$ cat config.mk
export PLATFORM = sky130hd
export DESIGN_NAME = pin_check_with_lockout
export DESIGN_NICKNAME = d
export VERILOG_FILES = /design/src/hw/rtl/pcl_pkg.sv /design/src/hw/rtl/pin_check_with_lockout.sv /design/src/hw/rtl/pcl_cfg.sv /design/src/hw/rtl/pcl_state.sv
export SDC_FILE = /design/constraint.sdc
export NUM_CORES = 1
export LEC_CHECK = 0
export BUFFER_PORTS_ARGS = -buffer_cell sky130_fd_sc_hd__buf_2
export CORE_ASPECT_RATIO = 1.4
export CORE_MARGIN = 5
export CORE_UTILIZATION = 45
export CTS_BUF_LIST = sky130_fd_sc_hd__clkbuf_4 sky130_fd_sc_hd__clkbuf_8
export CTS_CLUSTER_SIZE = 20
export DETAILED_ROUTE_END_ITERATION = 8
export GPL_TIMING_DRIVEN = 0
export PLACE_DENSITY = 0.63
export SYNTH_ARGS = -nofsm -noshare
export SYNTH_HDL_FRONTEND = slang
export SYNTH_HIERARCHICAL = 1
export SYNTH_SLANG_ARGS = --single-unit
export TNS_END_PERCENT = 30
$ cat constraint.sdc
create_clock -name clk -period 4.38 [get_ports clk]
set_input_delay 0.219 -clock clk [delete_from_list [all_inputs] [get_ports clk]]
set_output_delay 0.219 -clock clk [all_outputs]
set_load 0.1 [all_outputs]
$ cat src/hw/rtl/pcl_pkg.sv
// Package for the PIN checker with retry lockout.
// Holds the beat and configuration types, command, status and register codes.
// Depends on nothing; every other file takes names from here by scope.
package pcl_pkg;

	// Field widths fixed by the interface.
	localparam int PIN_W     = 32;
	localparam int TALLY_W   = 8;
	localparam int TICKS_W   = 32;
	localparam int CMD_W     = 2;
	localparam int STATUS_W  = 3;
	localparam int CFG_IDX_W = 2;
	localparam int CFG_W     = 32;
	localparam int PIN_BYTES = PIN_W / 8;

	// Command codes.
	localparam logic [CMD_W-1:0] CMD_VERIFY = 2'd0;
	localparam logic [CMD_W-1:0] CMD_CHANGE = 2'd1;
	localparam logic [CMD_W-1:0] CMD_TICK   = 2'd2;

	// Status codes.
	localparam logic [STATUS_W-1:0] ST_SUCCESS  = 3'd0;
	localparam logic [STATUS_W-1:0] ST_FAILED   = 3'd1;
	localparam logic [STATUS_W-1:0] ST_MASTER   = 3'd2;
	localparam logic [STATUS_W-1:0] ST_DURESS   = 3'd3;
	localparam logic [STATUS_W-1:0] ST_LOCKED   = 3'd4;
	localparam logic [STATUS_W-1:0] ST_NOVERIFY = 3'd5;

	// Configuration register indexes.
	localparam logic [CFG_IDX_W-1:0] CFG_DURESS_CODE   = 2'd0;
	localparam logic [CFG_IDX_W-1:0] CFG_MASTER_CODE   = 2'd1;
	localparam logic [CFG_IDX_W-1:0] CFG_MAX_FAILURES  = 2'd2;
	localparam logic [CFG_IDX_W-1:0] CFG_LOCKOUT_TICKS = 2'd3;

	// Configuration reset values.
	localparam logic [TALLY_W-1:0] MAX_FAILURES_RST  = 8'd3;
	localparam logic [TICKS_W-1:0] LOCKOUT_TICKS_RST = 32'd30000;

	// Input beat.
	typedef struct packed {
		logic [CMD_W-1:0] cmd;
		logic [PIN_W-1:0] pin_value;
	} in_t;

	// Result beat.
	typedef struct packed {
		logic [STATUS_W-1:0] status;
		logic [TALLY_W-1:0]  failure_count;
		logic                is_locked;
		logic [TICKS_W-1:0]  remaining_ticks;
	} out_t;

	// Configuration register set as seen by the checker.
	typedef struct packed {
		logic [PIN_W-1:0]   duress_code;
		logic [PIN_W-1:0]   master_code;
		logic [TALLY_W-1:0] max_failures;
		logic [TICKS_W-1:0] lockout_ticks;
	} cfg_t;

	// Number of PIN bytes that take part, clamped to between one and the word.
	function automatic int eff_digits(input int digits);
		int n;
		n = digits;
		if (n > PIN_BYTES) n = PIN_BYTES;
		if (n < 1) n = 1;
		return n;
	endfunction

	// Mask that keeps the active PIN bytes.
	function automatic logic [PIN_W-1:0] pin_mask(input int digits);
		logic [PIN_W-1:0] m;
		int n;
		n = eff_digits(digits);
		m = '0;
		for (int i = 0; i < PIN_BYTES; i++) begin
			if (i < n) m[8*i +: 8] = 8'hFF;
		end
		return m;
	endfunction

endpackage

$ cat src/hw/rtl/pin_check_with_lockout.sv
// PIN checker with retry lockout: input stage, decision logic, result register.
// Depends on pcl_pkg, pcl_cfg and pcl_state.

// One beat is accepted per clock when the result side keeps up: an input
// register holds the beat, the decision against the duress, master and stored
// codes plus the count and countdown update settle combinationally, and the
// result register holds the answer while the next beat is taken. Exactly one
// result beat leaves for every input beat. Configuration writes take effect
// at the next edge and are meant to be made while no beat is in flight. The
// stored PIN, failure count and lockout clear on reset; only the low
// CODE_DIGITS bytes of a PIN (at most four) take part in comparisons.
module pin_check_with_lockout #(
	parameter int CODE_DIGITS = 4
) (
	input  logic                          clk,
	input  logic                          arst_n,
	input  logic                          in_valid,
	output logic                          in_ready,
	input  pcl_pkg::in_t                  in_data,
	output logic                          out_valid,
	input  logic                          out_ready,
	output pcl_pkg::out_t                 out_data,
	input  logic                          cfg_wr_en,
	input  logic [pcl_pkg::CFG_IDX_W-1:0] cfg_index,
	input  logic [pcl_pkg::CFG_W-1:0]     cfg_data
);

	pcl_pkg::cfg_t cfg;
	pcl_pkg::in_t  item_s1;
	logic          valid_s1;
	pcl_pkg::out_t result;
	pcl_pkg::out_t out_data_q;
	logic          out_valid_q;
	logic          adv;

	// Configuration registers.
	pcl_cfg u_cfg (
		.clk       (clk),
		.arst_n    (arst_n),
		.cfg_wr_en (cfg_wr_en),
		.cfg_index (cfg_index),
		.cfg_data  (cfg_data),
		.cfg       (cfg)
	);

	// The stage beat advances when the result register is free or draining.
	assign adv      = valid_s1 && (!out_valid_q || out_ready);
	assign in_ready = !valid_s1 || adv;

	// Input stage register.
	always_ff @(posedge clk or negedge arst_n) begin
		if (!arst_n) begin
			valid_s1 <= 1'b0;
		end else if (in_ready) begin
			valid_s1 <= in_valid;
		end
	end

	always_ff @(posedge clk) begin
		if (in_valid && in_ready) item_s1 <= in_data;
	end

	// Decision logic and checker state.
	pcl_state #(
		.CODE_DIGITS (CODE_DIGITS)
	) u_state (
		.clk    (clk),
		.arst_n (arst_n),
		.upd    (adv),
		.item   (item_s1),
		.cfg    (cfg),
		.result (result)
	);

	// Result register.
	always_ff @(posedge clk or negedge arst_n) begin
		if (!arst_n) begin
			out_valid_q <= 1'b0;
		end else if (adv) begin
			out_valid_q <= 1'b1;
		end else if (out_ready) begin
			out_valid_q <= 1'b0;
		end
	end

	always_ff @(posedge clk) begin
		if (adv) out_data_q <= result;
	end

	assign out_valid = out_valid_q;
	assign out_data  = out_data_q;

endmodule

$ cat src/hw/rtl/pcl_cfg.sv
// Configuration register file of the PIN checker.
// Depends on pcl_pkg for the register indexes, reset values and cfg_t.
module pcl_cfg (
	input  logic                          clk,
	input  logic                          arst_n,
	input  logic                          cfg_wr_en,
	input  logic [pcl_pkg::CFG_IDX_W-1:0] cfg_index,
	input  logic [pcl_pkg::CFG_W-1:0]     cfg_data,
	output pcl_pkg::cfg_t                 cfg
);

	pcl_pkg::cfg_t cfg_q;

	// Registers load on a write; no read-back.
	always_ff @(posedge clk or negedge arst_n) begin
		if (!arst_n) begin
			cfg_q.duress_code   <= '0;
			cfg_q.master_code   <= '0;
			cfg_q.max_failures  <= pcl_pkg::MAX_FAILURES_RST;
			cfg_q.lockout_ticks <= pcl_pkg::LOCKOUT_TICKS_RST;
		end else if (cfg_wr_en) begin
			case (cfg_index)
				pcl_pkg::CFG_DURESS_CODE: begin
					cfg_q.duress_code <= cfg_data[pcl_pkg::PIN_W-1:0];
				end
				pcl_pkg::CFG_MASTER_CODE: begin
					cfg_q.master_code <= cfg_data[pcl_pkg::PIN_W-1:0];
				end
				pcl_pkg::CFG_MAX_FAILURES: begin
					cfg_q.max_failures <= cfg_data[pcl_pkg::TALLY_W-1:0];
				end
				pcl_pkg::CFG_LOCKOUT_TICKS: begin
					cfg_q.lockout_ticks <= cfg_data[pcl_pkg::TICKS_W-1:0];
				end
				default: begin
				end
			endcase
		end
	end

	assign cfg = cfg_q;

endmodule

$ cat src/hw/rtl/pcl_state.sv
// Checker state and per-beat decision logic of the PIN checker.
// Depends on pcl_pkg for the beat types, codes and the PIN mask function.
module pcl_state #(
	parameter int CODE_DIGITS = 4
) (
	input  logic          clk,
	input  logic          arst_n,
	input  logic          upd,
	input  pcl_pkg::in_t  item,
	input  pcl_pkg::cfg_t cfg,
	output pcl_pkg::out_t result
);

	localparam logic [pcl_pkg::PIN_W-1:0] PinMask = pcl_pkg::pin_mask(CODE_DIGITS);
	localparam int NumDigits = pcl_pkg::eff_digits(CODE_DIGITS);

	logic [pcl_pkg::PIN_W-1:0]   user_code_q;
	logic [pcl_pkg::TALLY_W-1:0] tally_q;
	logic                        lock_q;
	logic [pcl_pkg::TICKS_W-1:0] countdown_q;

	logic [pcl_pkg::PIN_W-1:0]   user_code_d;
	logic [pcl_pkg::TALLY_W-1:0] tally_d;
	logic                        lock_d;
	logic [pcl_pkg::TICKS_W-1:0] countdown_d;
	logic [pcl_pkg::STATUS_W-1:0] status_d;
	logic [pcl_pkg::PIN_W-1:0]   pin_m;
	logic [pcl_pkg::TALLY_W-1:0] tally_inc;
	logic                        full_len;

	// Masked PIN, saturating failure count and full-length check.
	always_comb begin
		pin_m     = item.pin_value & PinMask;
		tally_inc = (tally_q == '1) ? tally_q : tally_q + 8'd1;
		full_len  = 1'b1;
		for (int i = 0; i < NumDigits; i++) begin
			if (item.pin_value[8*i +: 8] == 8'd0) full_len = 1'b0;
		end
	end

	// Next state and status for the beat in the input stage.
	always_comb begin
		user_code_d = user_code_q;
		tally_d     = tally_q;
		lock_d      = lock_q;
		countdown_d = countdown_q;
		status_d    = pcl_pkg::ST_NOVERIFY;
		case (item.cmd)
			pcl_pkg::CMD_VERIFY: begin
				if (lock_q) begin
					status_d = pcl_pkg::ST_LOCKED;
				end else if (pin_m == (cfg.duress_code & PinMask)) begin
					status_d    = pcl_pkg::ST_DURESS;
					tally_d     = '0;
					countdown_d = '0;
				end else if (pin_m == (cfg.master_code & PinMask)) begin
					status_d    = pcl_pkg::ST_MASTER;
					tally_d     = '0;
					countdown_d = '0;
				end else if (pin_m == (user_code_q & PinMask)) begin
					status_d    = pcl_pkg::ST_SUCCESS;
					tally_d     = '0;
					countdown_d = '0;
				end else begin
					status_d = pcl_pkg::ST_FAILED;
					tally_d  = tally_inc;
					if (tally_inc >= cfg.max_failures) begin
						lock_d      = 1'b1;
						countdown_d = cfg.lockout_ticks;
					end
				end
			end
			pcl_pkg::CMD_CHANGE: begin
				if (full_len) user_code_d = pin_m;
			end
			pcl_pkg::CMD_TICK: begin
				if (lock_q) begin
					if (countdown_q <= 32'd1) begin
						tally_d     = '0;
						lock_d      = 1'b0;
						countdown_d = '0;
					end else begin
						countdown_d = countdown_q - 32'd1;
					end
				end
			end
			default: begin
			end
		endcase
	end

	// Result of the beat, taken from the state after it.
	always_comb begin
		result.status          = status_d;
		result.failure_count   = tally_d;
		result.is_locked       = lock_d;
		result.remaining_ticks = lock_d ? countdown_d : '0;
	end

	// State commits when the beat moves to the result register.
	always_ff @(posedge clk or negedge arst_n) begin
		if (!arst_n) begin
			user_code_q <= '0;
			tally_q     <= '0;
			lock_q      <= 1'b0;
			countdown_q <= '0;
		end else if (upd) begin
			user_code_q <= user_code_d;
			tally_q     <= tally_d;
			lock_q      <= lock_d;
			countdown_q <= countdown_d;
		end
	end

	// The countdown is only non-zero during a lockout.
	a_idle_countdown: assert property (@(posedge clk) disable iff (!arst_n)
		!lock_q |-> countdown_q == '0)
		else $error("countdown non-zero while unlocked");

	// A lockout always follows at least one recorded failure.
	a_lock_tally: assert property (@(posedge clk) disable iff (!arst_n)
		lock_q |-> tally_q != '0)
		else $error("locked with zero failure count");

	// Only a failed verify can start a lockout.
	a_lock_cause: assert property (@(posedge clk) disable iff (!arst_n)
		$rose(lock_q) |-> $past(upd && item.cmd == pcl_pkg::CMD_VERIFY))
		else $error("lockout started without a verify");

	// A verify while locked leaves the count and the lock alone.
	a_locked_verify: assert property (@(posedge clk) disable iff (!arst_n)
		upd && lock_q && item.cmd == pcl_pkg::CMD_VERIFY
		|=> $stable(tally_q) && $stable(lock_q) && $stable(countdown_q))
		else $error("verify while locked changed state");

endmodule
==> metrics <==
status=finished, final reports clean; Starting Density=0.456; GP Congestion=around 0.94; Max Fclk=~250 MHz; Skew-Pair Late Insertion Delay=0.57 ns; # nets final=1,323; crit path max fanout=10; final hold violation count=0; global-route wire length before repair=between 50 and 60 mm; 1st-iter DRT viols=approximately 580; Die Wd=approximately 150 microns; layout cells sized above 1=0.297; Area Overhead vs Synth=21.8%; Clock Sinks=257; Cell Area, Synth=about 0.012 sq mm; Yosys top cell area share=0.347; Antenna diodes=0; DR WL/cell=slightly above 20 microns; Initial DRT Pass Iterations=5; Post-synth EDFFs=a little under 80; max cap viols=0; Synth area leader=dfrtp_1; most used cell, CP=ha_1; CP required=between 4 and 5 ns; CORE AREA=roughly 0.027 sq mm; HP Class=in -> reg; CTS Buf Count=40; P_leak=0.00615 uW; initial antenna violation count=0; final cell count without fillers=around 1,600; largest vdd supply drop=between 0.2 and 0.3 mV; Root Buffer Master=clkbuf_8; Worst slew margin=0.435; # rows=71; average cell area after synthesis=about 12 sq um; DP Cell Count=between 1,000 and 1,500; Main synth FF type=dfrtp_1; vias in the first global route=about 9,200; wirelength, routed=roughly 34 mm; Pwr per Cell Area=525 mW/mm^2; # DRC=0; largest net degree at the start of global routing=between 90 and 100; FF+latch count, synth=257; final clock skew=roughly 0.023 ns; CP delay by family, top=compound AO/OA/AOI/OAI gates; crit path DAT=~4.4 ns; synthesized instance count=1,007; Worst setup SP type=flip-flop; syn nets=roughly 1,100; total power=7850 uW; slowest stage cell, crit path=nor3_2; CP bufs+invs=2; H-tree lvl count=2; Clock Tree Buf Depth=3; Global Route Usage Sum=0.222; Antenna Violating Nets Remaining=0; Via Count=between 9,000 and 10,000; Max Slew Vio Count=0; detailed-placement wirelength estimate=between 20 and 25 mm; Synth top cells by count=dfrtp_1 (170), mux2_2 (135), xor2_1 (98), edfxtp_1 (78), nand2_1 (69); Final Critical Period=between 3 and 4 ns; total grt overflow=0; synth warn=6; async set or reset register ratio after synthesis=0.696; register area share after synthesis=0.557; worst path cell trace=ha_1 > nand2_1 > or4_1 > o21ai_0 > inv_1 > ha_1 > and2_1 > o2111ai_1 > o21ai_1 > o211ai_1 > nor3_2 > clkbuf_2 > a221oi_1 > a21oi_1; CP Capture Type=flip-flop; IO Count=between 100 and 150; Die Y=between 200 and 250 microns; DR vias/cell=5.52; worst-margin pin slew=approximately 0.84 ns; TritonCTS clock tree=yes; RSZ-0062 raised after global routing=yes; Cell variety after synth=63; Reg clk slew, reported paths=~0.070 ns; Synth area leaders=dfrtp_1 (35%), edfxtp_1 (19%), mux2_2 (12%); overall die area=between 0.03 and 0.04 sq mm; most frequent cell after synthesis=dfrtp_1; Tcrit/Tclk final=0.912; CP max stage delay=about 0.45 ns; Port Buf Inserts=around 120; setup violators final=0; Crit Path Class=reg -> reg
[through the flow]
| stage | utilization | TNS (ns) | area, sq um | setup slack, ns | hold slack, ns |
|---|---|---|---|---|---|
| detailed placement | 0.497 | -10.57 | 13400 | -0.343 | 0.288 |
| global placement | 0.495 | -6.44 | 13300 | -0.292 | 0.395 |
| floorplan | - | 0 | 12300 | 0.814 | -0.0766 |
| global route | 0.555 | -0.123 | 14900 | -0.0387 | 0.0144 |
| finish | 0.555 | 0 | 14900 | 0.388 | 0.0351 |
| CTS | 0.553 | 0 | 14900 | 0.00517 | 0.00637 |
[flip-flops by register name, indices dropped and copies added (netlist names)]
name                 cells
item_s1                 34
valid_s1                 1
u_cfg/cfg              104
out_data                44
u_state/countdown_q     32
u_state/tally_q          8
u_state/user_code_q     32
out_valid                1
u_state/lock_q           1
[what timing repair did]
item	CTS	global route
endpoints found under the hold margin	220	0
endpoints found under the setup margin	63	65
buffers inserted	0	1
resized for setup	9	24
hold buffers	69	0
pin swaps	0	1
[cell usage in the layout (no fill, tap or decap), types with 4 or more instances in the layout]
| cell | synthesis | layout |
|---|---|---|
| clkinv_1 | 0 | 12 |
| edfxtp_1 | 78 | 78 |
| xor2_1 | 98 | 98 |
| nand3_1 | 16 | 16 |
| nand3b_1 | 4 | 4 |
| nor3_1 | 12 | 11 |
| clkbuf_8 | 0 | 41 |
| dfstp_2 | 9 | 9 |
| nor4_1 | 38 | 38 |
| buf_4 | 6 | 7 |
| inv_1 | 24 | 24 |
| clkinv_2 | 0 | 4 |
| o21ai_0 | 32 | 31 |
| nand2_1 | 69 | 69 |
| a221oi_1 | 18 | 9 |
| buf_2 | 9 | 127 |
| or3_1 | 8 | 8 |
| nand4_1 | 15 | 15 |
| ha_1 | 11 | 11 |
| clkbuf_4 | 0 | 12 |
| nor2_1 | 46 | 46 |
| o2bb2ai_1 | 30 | 30 |
| a21boi_0 | 8 | 8 |
| o41ai_1 | 7 | 7 |
| a21oi_1 | 39 | 39 |
| a221oi_2 | 0 | 9 |
| mux2_2 | 135 | 135 |
| dfrtp_1 | 170 | 170 |
| or4_1 | 7 | 7 |
| dlygate4sd3_1 | 0 | 69 |
| o31ai_1 | 11 | 10 |
| nand2b_1 | 5 | 5 |
| a211oi_1 | 7 | 7 |
| clkbuf_2 | 0 | 11 |
| clkbuf_1 | 36 | 24 |
[worst reg2reg max path, cell delays in order (launching register included)]
cell and delay, ns:
dfrtp_1 0.44, ha_1 0.28, nand2_1 0.11, or4_1 0.41, o21ai_0 0.16, inv_1 0.09
ha_1 0.28, and2_1 0.14, o2111ai_1 0.17, o21ai_1 0.32, o211ai_1 0.17, nor3_2 0.45
clkbuf_2 0.41, a221oi_1 0.16, a21oi_1 0.25
[routing by layer]
metal,track usage,vias to the layer above,share of wire
met2,0.397,281,0.52
met5,0,-,0
li1,-,4225,-
met4,0.0981,0,0.045
met3,0.0322,82,0.046
met1,0.266,4439,0.39
[final cells by class]
cell class,instances,area (sq um)
Inverter,24,90.1
Clock buffer,53,654
Fill cell,2351,12000
Sequential cell,257,6830
Tap cell,365,457
Clock inverter,21,130
Timing Repair Buffer,190,1350
Buffer,54,251
Multi-Input combinational cell,672,5190
[worst paths after layout]
path / start / end / slack (ns) / cells past startpoint
max: u_state/tally_q[1]$_DFFE_PN0P_ / out_data[13]$_DFFE_PP_ / 0.39 / 14
min: cfg_data[3] / u_cfg/cfg[75]$_DFFE_PN0P_ / 0.04 / 2
max reg2reg: u_state/tally_q[1]$_DFFE_PN0P_ / out_data[13]$_DFFE_PP_ / 0.39 / 14
min reg2reg: u_cfg/cfg[101]$_DFFE_PN0P_ / u_cfg/cfg[101]$_DFFE_PN0P_ / 0.51 / 1
max in group asynchronous: arst_n / u_cfg/cfg[12]$_DFFE_PN1P_ / 3.23 / 3
min in group asynchronous: arst_n / u_state/user_code_q[24]$_DFFE_PN0P_ / 0.25 / 2
[kinds of logic (layout without fill, tap and decap cells)]
kind of cell | count (synthesis) | after routing | share of synthesized area
compound gates | 184 | 184 | 0.106
flops | 257 | 257 | 0.557
mux | 140 | 140 | 0.128
xor+xnor | 100 | 100 | 0.0714
fa+ha+maj | 11 | 11 | 0.0112
simple gates | 237 | 237 | 0.0999
buf+inv | 78 | 342 | 0.0266
[power breakdown]
group	internal, uW	total (uW)	switching [uW]
registers	3050	3480	424
logic	842	2380	1540
clock network	1040	2000	953
(Power assumes the default switching activity.)
